**src/rtl/lesn_pkg.sv**
```systemverilog
// types, constants and fixed-point helpers of the lorenz euler stepper
`default_nettype none

package lesn_pkg;

  localparam int WORD_BITS = 32;
  localparam int FRAC_BITS = 16;

  localparam int RHO_W   = 23;
  localparam int SIGMA_W = 23;
  localparam int BETA_W  = 20;
  localparam int DT_W    = 17;
  localparam int CFG_W   = 23;
  localparam int CFG_AW  = 3;

  typedef logic signed [WORD_BITS-1:0]   word_t;
  typedef logic        [WORD_BITS-1:0]   mag_t;
  typedef logic        [2*WORD_BITS-1:0] prod_t;
  typedef logic        [WORD_BITS-2:0]   peak_t;

  localparam mag_t  WMAX_U = {1'b0, {(WORD_BITS-1){1'b1}}};
  localparam word_t WMAX   = {1'b0, {(WORD_BITS-1){1'b1}}};
  localparam word_t WMIN   = {1'b1, {(WORD_BITS-1){1'b0}}};
  localparam word_t ONE_FX = {{(WORD_BITS-FRAC_BITS-1){1'b0}}, 1'b1, {FRAC_BITS{1'b0}}};

  localparam logic [RHO_W-1:0]   RHO_RESET   = 23'd1638400;
  localparam logic [SIGMA_W-1:0] SIGMA_RESET = 23'd655360;
  localparam logic [BETA_W-1:0]  BETA_RESET  = 20'd174763;
  localparam logic [DT_W-1:0]    DT_RESET    = 17'd655;

  typedef enum logic [CFG_AW-1:0] {
    CFG_RHO,
    CFG_SIGMA,
    CFG_BETA,
    CFG_DT,
    CFG_ZERO_DRIFT
  } cfg_idx_t;

  function automatic word_t sat_add(input word_t a, input word_t b);
    logic [WORD_BITS:0] s;
    s = {a[WORD_BITS-1], a} + {b[WORD_BITS-1], b};
    if (s[WORD_BITS] != s[WORD_BITS-1]) return s[WORD_BITS] ? WMIN : WMAX;
    return word_t'(s[WORD_BITS-1:0]);
  endfunction

  function automatic word_t sat_sub(input word_t a, input word_t b);
    logic [WORD_BITS:0] s;
    s = {a[WORD_BITS-1], a} - {b[WORD_BITS-1], b};
    if (s[WORD_BITS] != s[WORD_BITS-1]) return s[WORD_BITS] ? WMIN : WMAX;
    return word_t'(s[WORD_BITS-1:0]);
  endfunction

  function automatic mag_t mag(input word_t a);
    mag_t m;
    m = a[WORD_BITS-1] ? (~mag_t'(a) + 1'b1) : mag_t'(a);
    return m;
  endfunction

  // magnitude, most negative word clamps to the largest positive word
  function automatic peak_t fx_abs(input word_t a);
    mag_t m;
    m = mag(a);
    if (m[WORD_BITS-1]) return '1;
    return m[WORD_BITS-2:0];
  endfunction

  // round to nearest, ties away from zero, then sign and saturate
  function automatic word_t fx_round(input prod_t prod, input logic neg);
    logic [2*WORD_BITS:0]           sum;
    logic [2*WORD_BITS-FRAC_BITS:0] m;
    logic [2*WORD_BITS-FRAC_BITS:0] lim;
    mag_t                           r;
    sum = {1'b0, prod} + {{(2*WORD_BITS-FRAC_BITS+1){1'b0}}, 1'b1, {(FRAC_BITS-1){1'b0}}};
    m   = sum[2*WORD_BITS:FRAC_BITS];
    lim = {{(WORD_BITS-FRAC_BITS+1){1'b0}}, WMAX_U}
        + {{(2*WORD_BITS-FRAC_BITS){1'b0}}, neg};
    if (m > lim) m = lim;
    r = m[WORD_BITS-1:0];
    return neg ? word_t'(~r + 1'b1) : word_t'(r);
  endfunction

endpackage

`default_nettype wire

```
**src/rtl/lorenz_euler_step_noise.sv**
```systemverilog
// lorenz euler stepper with noise: shared multiplier and saturating adder under a sequencer
//
// usage: the input channel carries one beat per item; in_tuser is the opcode
// (0 advance one euler step, 1 restart at (1,1,1)) and in_tdata holds the three
// signed noise increments. every input beat gives exactly one output beat with
// the new point and the largest absolute jacobian entry at that point (zero in zero-drift mode).
// a step beat runs the sequencer through S_A to S_K and then S_PK0 to S_PK2, a
// restart beat only through S_PK0 to S_PK2; in_tready is high only while the
// sequencer is idle, so no new beat is taken before the last one is through.
// the sequence is set by the single 32x32 multiplier and the single saturating
// adder, each used at most once per sequencer state.
// the result sits in an output register, so a new beat is taken while the last
// result still waits; if the receiver stalls the next result holds in the last
// sequencer state until the output register frees up.
// configuration writes land at once and are meant to happen while idle.
// reset (synchronous, active low) restores the default parameters, puts the
// point at (1,1,1) and empties the output register.
`default_nettype none

module lorenz_euler_step_noise (
  input  wire logic                       clk,
  input  wire logic                       rst_n,
  input  wire logic                       in_tvalid,
  output logic                            in_tready,
  input  wire logic [95:0]                in_tdata,   // noise_x, noise_y, noise_z
  input  wire logic                       in_tuser,   // opcode
  output logic                            out_tvalid,
  input  wire logic                       out_tready,
  output logic [127:0]                    out_tdata,  // new_x, new_y, new_z, jacobian_peak, pad
  input  wire logic                       cfg_wr_en,
  input  wire logic [lesn_pkg::CFG_AW-1:0] cfg_addr,
  input  wire logic [lesn_pkg::CFG_W-1:0]  cfg_wr_data
);

  localparam int W = lesn_pkg::WORD_BITS;

  typedef enum logic [3:0] {
    S_IDLE,
    S_A, S_B, S_C, S_D, S_E, S_F, S_G, S_H, S_I, S_J, S_K,
    S_PK0, S_PK1, S_PK2
  } state_t;

  state_t state_r;

  logic [lesn_pkg::RHO_W-1:0]   rho_r;
  logic [lesn_pkg::SIGMA_W-1:0] sigma_r;
  logic [lesn_pkg::BETA_W-1:0]  beta_r;
  logic [lesn_pkg::DT_W-1:0]    dt_r;
  logic                         zd_r;

  lesn_pkg::word_t x_r, y_r, z_r;
  lesn_pkg::word_t ta_r, tb_r;
  lesn_pkg::word_t dx_r, dy_r, dz_r;
  lesn_pkg::word_t nx_r, ny_r, nz_r;
  lesn_pkg::prod_t prod_r;
  logic            neg_r;
  lesn_pkg::peak_t peak_r;

  logic            out_valid_r;
  lesn_pkg::word_t out_x_r, out_y_r, out_z_r;
  lesn_pkg::peak_t out_peak_r;

  lesn_pkg::word_t rho_w, sigma_w, beta_w, dt_w;

  // shared units
  lesn_pkg::word_t alu_a, alu_b, alu_y;
  logic            alu_sub;
  lesn_pkg::word_t mul_a, mul_b, mul_q;
  lesn_pkg::prod_t prod_nxt;
  lesn_pkg::word_t abs_in;
  lesn_pkg::peak_t abs_v, peak_max, peak_init, sb_max;

  logic in_acc, out_free;

  assign rho_w   = lesn_pkg::word_t'(rho_r);
  assign sigma_w = lesn_pkg::word_t'(sigma_r);
  assign beta_w  = lesn_pkg::word_t'(beta_r);
  assign dt_w    = lesn_pkg::word_t'(dt_r);

  assign in_tready  = (state_r == S_IDLE);
  assign in_acc     = in_tvalid && in_tready;
  assign out_free   = !out_valid_r || out_tready;
  assign out_tvalid = out_valid_r;
  assign out_tdata  = {1'b0, out_peak_r, out_z_r, out_y_r, out_x_r};

  // operand selection per sequencer step
  always_comb begin
    alu_a   = '0;
    alu_b   = '0;
    alu_sub = 1'b0;
    mul_a   = '0;
    mul_b   = '0;
    abs_in  = '0;
    case (state_r)
      S_A: begin
        alu_a = y_r;  alu_b = x_r;  alu_sub = 1'b1;
        mul_a = x_r;  mul_b = y_r;
      end
      S_B: begin
        alu_a = rho_w;  alu_b = z_r;  alu_sub = 1'b1;
        mul_a = beta_w; mul_b = z_r;
      end
      S_C: begin
        alu_a = dz_r;    alu_b = mul_q; alu_sub = 1'b1;
        mul_a = sigma_w; mul_b = ta_r;
      end
      S_D: begin
        mul_a = x_r; mul_b = tb_r;
      end
      S_E: begin
        alu_a = mul_q; alu_b = y_r; alu_sub = 1'b1;
        mul_a = dx_r;  mul_b = dt_w;
      end
      S_F: begin
        alu_a = mul_q; alu_b = nx_r;
        mul_a = dy_r;  mul_b = dt_w;
      end
      S_G: begin
        alu_a = x_r;  alu_b = ta_r;
        mul_a = dz_r; mul_b = dt_w;
      end
      S_H: begin
        alu_a = tb_r; alu_b = ny_r;
      end
      S_I: begin
        alu_a = y_r; alu_b = ta_r;
      end
      S_J: begin
        alu_a = dz_r; alu_b = nz_r;
      end
      S_K: begin
        alu_a = z_r; alu_b = ta_r;
      end
      S_PK0: begin
        alu_a = rho_w; alu_b = z_r; alu_sub = 1'b1;
        abs_in = x_r;
      end
      S_PK1: abs_in = y_r;
      S_PK2: abs_in = tb_r;
      default: begin
        alu_a = '0;
      end
    endcase
  end

  assign alu_y    = alu_sub ? lesn_pkg::sat_sub(alu_a, alu_b) : lesn_pkg::sat_add(alu_a, alu_b);
  assign prod_nxt = lesn_pkg::prod_t'(lesn_pkg::mag(mul_a)) * lesn_pkg::prod_t'(lesn_pkg::mag(mul_b));
  assign mul_q    = lesn_pkg::fx_round(prod_r, neg_r);
  assign abs_v    = lesn_pkg::fx_abs(abs_in);
  assign peak_max = (abs_v > peak_r) ? abs_v : peak_r;

  // sigma, beta and 1.0 are fixed for the item
  assign sb_max    = (lesn_pkg::peak_t'(sigma_r) > lesn_pkg::peak_t'(beta_r)) ?
                     lesn_pkg::peak_t'(sigma_r) : lesn_pkg::peak_t'(beta_r);
  assign peak_init = (sb_max > lesn_pkg::peak_t'(lesn_pkg::ONE_FX)) ?
                     sb_max : lesn_pkg::peak_t'(lesn_pkg::ONE_FX);

  always_ff @(posedge clk) begin
    prod_r <= prod_nxt;
    neg_r  <= mul_a[W-1] ^ mul_b[W-1];
    if (!rst_n) begin
      state_r     <= S_IDLE;
      out_valid_r <= 1'b0;
      rho_r       <= lesn_pkg::RHO_RESET;
      sigma_r     <= lesn_pkg::SIGMA_RESET;
      beta_r      <= lesn_pkg::BETA_RESET;
      dt_r        <= lesn_pkg::DT_RESET;
      zd_r        <= 1'b0;
      x_r         <= lesn_pkg::ONE_FX;
      y_r         <= lesn_pkg::ONE_FX;
      z_r         <= lesn_pkg::ONE_FX;
    end else begin
      if (cfg_wr_en) begin
        case (lesn_pkg::cfg_idx_t'(cfg_addr))
          lesn_pkg::CFG_RHO:        rho_r   <= cfg_wr_data[lesn_pkg::RHO_W-1:0];
          lesn_pkg::CFG_SIGMA:      sigma_r <= cfg_wr_data[lesn_pkg::SIGMA_W-1:0];
          lesn_pkg::CFG_BETA:       beta_r  <= cfg_wr_data[lesn_pkg::BETA_W-1:0];
          lesn_pkg::CFG_DT:         dt_r    <= cfg_wr_data[lesn_pkg::DT_W-1:0];
          lesn_pkg::CFG_ZERO_DRIFT: zd_r    <= cfg_wr_data[0];
          default: ;
        endcase
      end

      if (state_r == S_PK2 && out_free) out_valid_r <= 1'b1;
      else if (out_tready) out_valid_r <= 1'b0;

      case (state_r)
        S_IDLE: begin
          if (in_acc) begin
            nx_r   <= lesn_pkg::word_t'(in_tdata[31:0]);
            ny_r   <= lesn_pkg::word_t'(in_tdata[63:32]);
            nz_r   <= lesn_pkg::word_t'(in_tdata[95:64]);
            peak_r <= peak_init;
            if (in_tuser) begin
              x_r     <= lesn_pkg::ONE_FX;
              y_r     <= lesn_pkg::ONE_FX;
              z_r     <= lesn_pkg::ONE_FX;
              state_r <= S_PK0;
            end else begin
              state_r <= S_A;
            end
          end
        end
        S_A: begin
          ta_r    <= alu_y;
          state_r <= S_B;
        end
        S_B: begin
          tb_r    <= alu_y;
          dz_r    <= mul_q;
          state_r <= S_C;
        end
        S_C: begin
          dz_r    <= zd_r ? '0 : alu_y;
          state_r <= S_D;
        end
        S_D: begin
          dx_r    <= zd_r ? '0 : mul_q;
          state_r <= S_E;
        end
        S_E: begin
          dy_r    <= zd_r ? '0 : alu_y;
          state_r <= S_F;
        end
        S_F: begin
          ta_r    <= alu_y;
          state_r <= S_G;
        end
        S_G: begin
          x_r     <= alu_y;
          tb_r    <= mul_q;
          state_r <= S_H;
        end
        S_H: begin
          ta_r    <= alu_y;
          dz_r    <= mul_q;
          state_r <= S_I;
        end
        S_I: begin
          y_r     <= alu_y;
          state_r <= S_J;
        end
        S_J: begin
          ta_r    <= alu_y;
          state_r <= S_K;
        end
        S_K: begin
          z_r     <= alu_y;
          state_r <= S_PK0;
        end
        S_PK0: begin
          tb_r    <= alu_y;
          peak_r  <= peak_max;
          state_r <= S_PK1;
        end
        S_PK1: begin
          peak_r  <= peak_max;
          state_r <= S_PK2;
        end
        S_PK2: begin
          // hold here while the previous result is still unread
          if (out_free) begin
            out_x_r     <= x_r;
            out_y_r     <= y_r;
            out_z_r     <= z_r;
            out_peak_r  <= zd_r ? '0 : peak_max;
            state_r     <= S_IDLE;
          end
        end
        default: state_r <= S_IDLE;
      endcase
    end
  end

endmodule

`default_nettype wire

```
**config.mk**
```make
export PLATFORM = sky130hd
export DESIGN_NAME = lorenz_euler_step_noise
export DESIGN_NICKNAME = d
export VERILOG_FILES = /design/src/rtl/lesn_pkg.sv /design/src/rtl/lorenz_euler_step_noise.sv
export SDC_FILE = /design/constraint.sdc
export NUM_CORES = 2
export LEC_CHECK = 0
export BUFFER_PORTS_ARGS = -buffer_cell sky130_fd_sc_hd__buf_2
export CORE_MARGIN = 10
export CORE_UTILIZATION = 35
export DETAILED_ROUTE_END_ITERATION = 16
export GPL_ROUTABILITY_DRIVEN = 0
export GPL_TIMING_DRIVEN = 0
export PLACE_DENSITY = 0.48
export RECOVER_POWER = 25
export SYNTH_ARGS = -nofsm -noshare
export SYNTH_HDL_FRONTEND = slang
export SYNTH_SLANG_ARGS = --single-unit
```
**constraint.sdc**
```tcl
create_clock -name clk -period 9.8 [get_ports clk]
set_clock_uncertainty 0.1 [all_clocks]
set_input_delay 1.96 -clock clk [delete_from_list [all_inputs] [get_ports clk]]
set_output_delay 1.96 -clock clk [all_outputs]
set_load 0.02 [all_outputs]
```
==> results by group <==
Run status
  • Status: complete, but fails checks
  • Failing checks: max-capacitance violations, negative setup slack

Global routing
  • Global-route wire length before repair: 469000 um
  • Initial antenna violation count: 20
  • Pin count of the biggest net entering global routing: 65
  • All-Layer GR Usage: 29.6%
  • Vias in the first global route: 64.2k
  • GRT Residual Overflow: 0

Floorplan
  • Core ar.: 0.199 mm^2
  • Num ports: 258
  • Initial core utilization: 35.1%
  • Die ar.: 0.218 mm^2
  • Row count: 164
  • Die X-Extent: 467 um
  • Die Ht: 467 um

Pwr
  • P per Cell Area: 297 mW/mm^2
  • Pwr Total: 26.1 mW
  • Worst vdd ir: 0.000280 V
  • Leak Pwr: 38.3 nW

Route
  • DRT Pass-1 Iters: 10
  • Vias: 64.2k
  • DR WL/cell: 30.0 um
  • Via density per instance: 5.74
  • Remaining DRCs: 0
  • Routed WL: 336000 um
  • DR iter-0 viols: 7622
  • Routed Antenna Nets: 0

CTS
  • Maximum buffer depth of the clock tree: 3
  • Sink Count: 649
  • Hold buffer count at cts: 0
  • Clock Tree Root: clkbuf_16
  • Later-pin clock latency in the skew report: 0.72 ns
  • Clock slew at reported path FFs: 0.06 ns
  • H-tree lvl count: 3
  • TritonCTS Buffers: 69
  • CTS tree: yes

Placement
  • Post-DP HPWL: 266000 um
  • Placed Cells: 10.6k
  • Port buffer count: 256
  • Area post-placement: 0.0756 mm^2
  • Pre-CTS setup slack: -4.98 ns

Cells and area
  • Fin cells: 11.2k
  • Final net count: 9913
  • Layout cells sized above 1: 20.1%
  • Area Growth Syn to Fin: 25.8%
  • Final Instance Area: 0.0880 mm^2

Worst setup path
  • Crit path launch type: flop
  • Req. time, crit path: 10.29 ns
  • Worst stage delay on the critical path: 0.83 ns
  • CP max FO: 10
  • CP max-delay cell: dfxtp_1
  • CP arrival: 11.47 ns
  • CP Class: reg -> reg
  • Crit path capture type: flop
  • Top cell by count, worst path: fa_1

Timing
  • Min Tclk post-route: 10.98 ns
  • Final period utilization: 112%
  • F_max: 0.0911 GHz
  • Actual slew at the worst max-slew pin: 1.49 ns
  • Final setup vio count: 51
  • Max-slew violation count: 0
  • RSZ-0062 raised after global routing: true
  • Final Hold Fails: 0
  • Slew margin rel.: 0.0462%
  • Worst setup margin: -1.18 ns

Synthesis
  • Sequential area share after synthesis: 24.5%
  • Post-Syn Area: 0.0700 mm^2
  • Yosys synthesis warning count: 0
  • Async S/R FF share, synth: 0%
  • EDFF count, synth: 414
  • Seq cells post-synth: 649
  • Synthesized Nets: 9149
  • Gate Count Post-Synth: 7707
  • Synth top area share: 25.7%
  • Synth cell types: 91
  • Synth area leader: fa_1
  • Avg Cell Area, Syn: 9.08 um^2
  • Top cells by area, synth: fa_1, edfxtp_1, ha_1
  • Synth Flop Type: edfxtp_1

Flow run
  • Maxcap violations: 1

Hold path
  • Min-Delay Path Class: reg -> reg
[metal layers]
metal	track usage, %	up-vias	share of wire (%)
li1	-	27100	-
met3	5.81	911	9.3
met2	46.4	3815	44
met4	16.7	8	7.1
met5	0	-	0.010
met1	38.3	32400	39
[worst max-delay path: cells and delay by family (launching register included)]
family,cells,cell delay [ns]
fa+ha+maj,10,4.67
simple gates,12,2.53
compound gates,5,1.14
buf+inv,7,1.00
flops,1,0.83
xor+xnor,2,0.56
[power breakdown]
part	total [mW]	internal [mW]	leakage (nW)	switching (mW)
combinational	19.2	7.14	31.2	12.1
sequential	3.97	3.66	5.87	0.311
clock	2.95	1.67	1.21	1.28
total	26.1	12.5	38.3	13.6
[Yosys cell counts, types with 145 or more instances]
cell,count
a21oi_1,280
a22oi_1,145
clkbuf_1,371
dfxtp_1,235
edfxtp_1,414
fa_1,897
ha_1,417
inv_1,1129
nand2_1,1042
nor2_1,771
o21ai_0,222
xnor2_1,162
[what timing repair did]
| item | in CTS | in global routing |
|---|---|---|
| gates cloned | 2 | 6 |
| setup endpoints to repair | 273 | 270 |
| resized for setup | 934 | 514 |
| setup buffers | 255 | 171 |
| pin swaps | 169 | 234 |
[layout make-up]
type,count,area (um^2)
Multi-Input combinational cell,5501,52300
Inverter,1132,4290
Antenna cell,12,30.0
Clock buffer,89,2020
Tap cell,2656,3320
Clock inverter,36,462
Sequential cell,649,17200
Buffer,400,2910
Timing Repair Buffer,718,5480
Fill cell,19100,111000
[per-stage QoR]
step | hold WS (ns) | util (%) | TNS [ns]
5_1_grt | 0.392 | 44.2 | -37.40
3_5_place_dp | 0.362 | 37.9 | -1120.82
6_report | 0.370 | 44.2 | -28.14
3_3_place_gp | 0.356 | 37.7 | -1139.25
2_1_floorplan | 0.334 | - | -0.00793
4_1_cts | 0.371 | 42.4 | -31.52
[sequential cells by signal, summed over array words and instances (netlist names), 4 cells and up]
register / count
y_r: 32
z_r: 32
dx_r: 32
dy_r: 32
dt_r: 17
out_z_r: 32
x_r: 32
tb_r: 32
out_y_r: 32
state_r: 4
peak_r: 31
out_peak_r: 31
ny_r: 32
out_x_r: 32
sigma_r: 23
beta_r: 20
nz_r: 32
dz_r: 32
nx_r: 32
prod_r: 49
rho_r: 23
ta_r: 32
[cell usage in the layout (no fill, tap or decap), types with 54 or more instances in the layout]
cell       synthesis  final
inv_1           1129   1102
nand2_1         1042   1006
fa_1             897    846
nor2_1           771    731
edfxtp_1         414    414
buf_4              2    384
ha_1             417    374
clkbuf_1         371    266
a21oi_1          280    218
dfxtp_1          235    218
o21ai_0          222    188
buf_2             26    186
a22oi_1          145    138
nand3_1          114     99
xnor2_1          162     96
clkbuf_16          0     94
a222oi_1          90     90
mux2i_1           91     81
a21boi_0          87     81
nor3_1            87     72
a21o_1            77     72
buf_6              4     65
clkbuf_2           1     56
nor2b_1           64     54
[worst paths after layout]
check             startpoint         end  slack [ns]  cells past startpoint
setup reg to reg      y_r[1]  prod_r[51]       -1.18                     36
setup / recovery      y_r[1]  prod_r[51]       -1.18                     36
hold reg to reg     dt_r[10]    dt_r[10]        0.37                      2
hold / removal      dt_r[10]    dt_r[10]        0.37                      2
[cell families (layout without fill, tap and decap cells)]
group                    Yosys count  count (layout)  share of synthesized area (%)
AND/OR/NAND/NOR                 2430            2430                           15.2
buffers and inverters           1557            2375                           8.45
AO/OA/AOI/OAI                   1354            1354                           13.4
adder cells (fa/ha/maj)         1314            1314                           33.1
flip-flops                       649             649                           24.5
XOR/XNOR                         276             276                           3.45
multiplexers                     126             126                           1.91
other                              1              13                        0.00536
No activity file was read; power rests on OpenSTA's default activity.
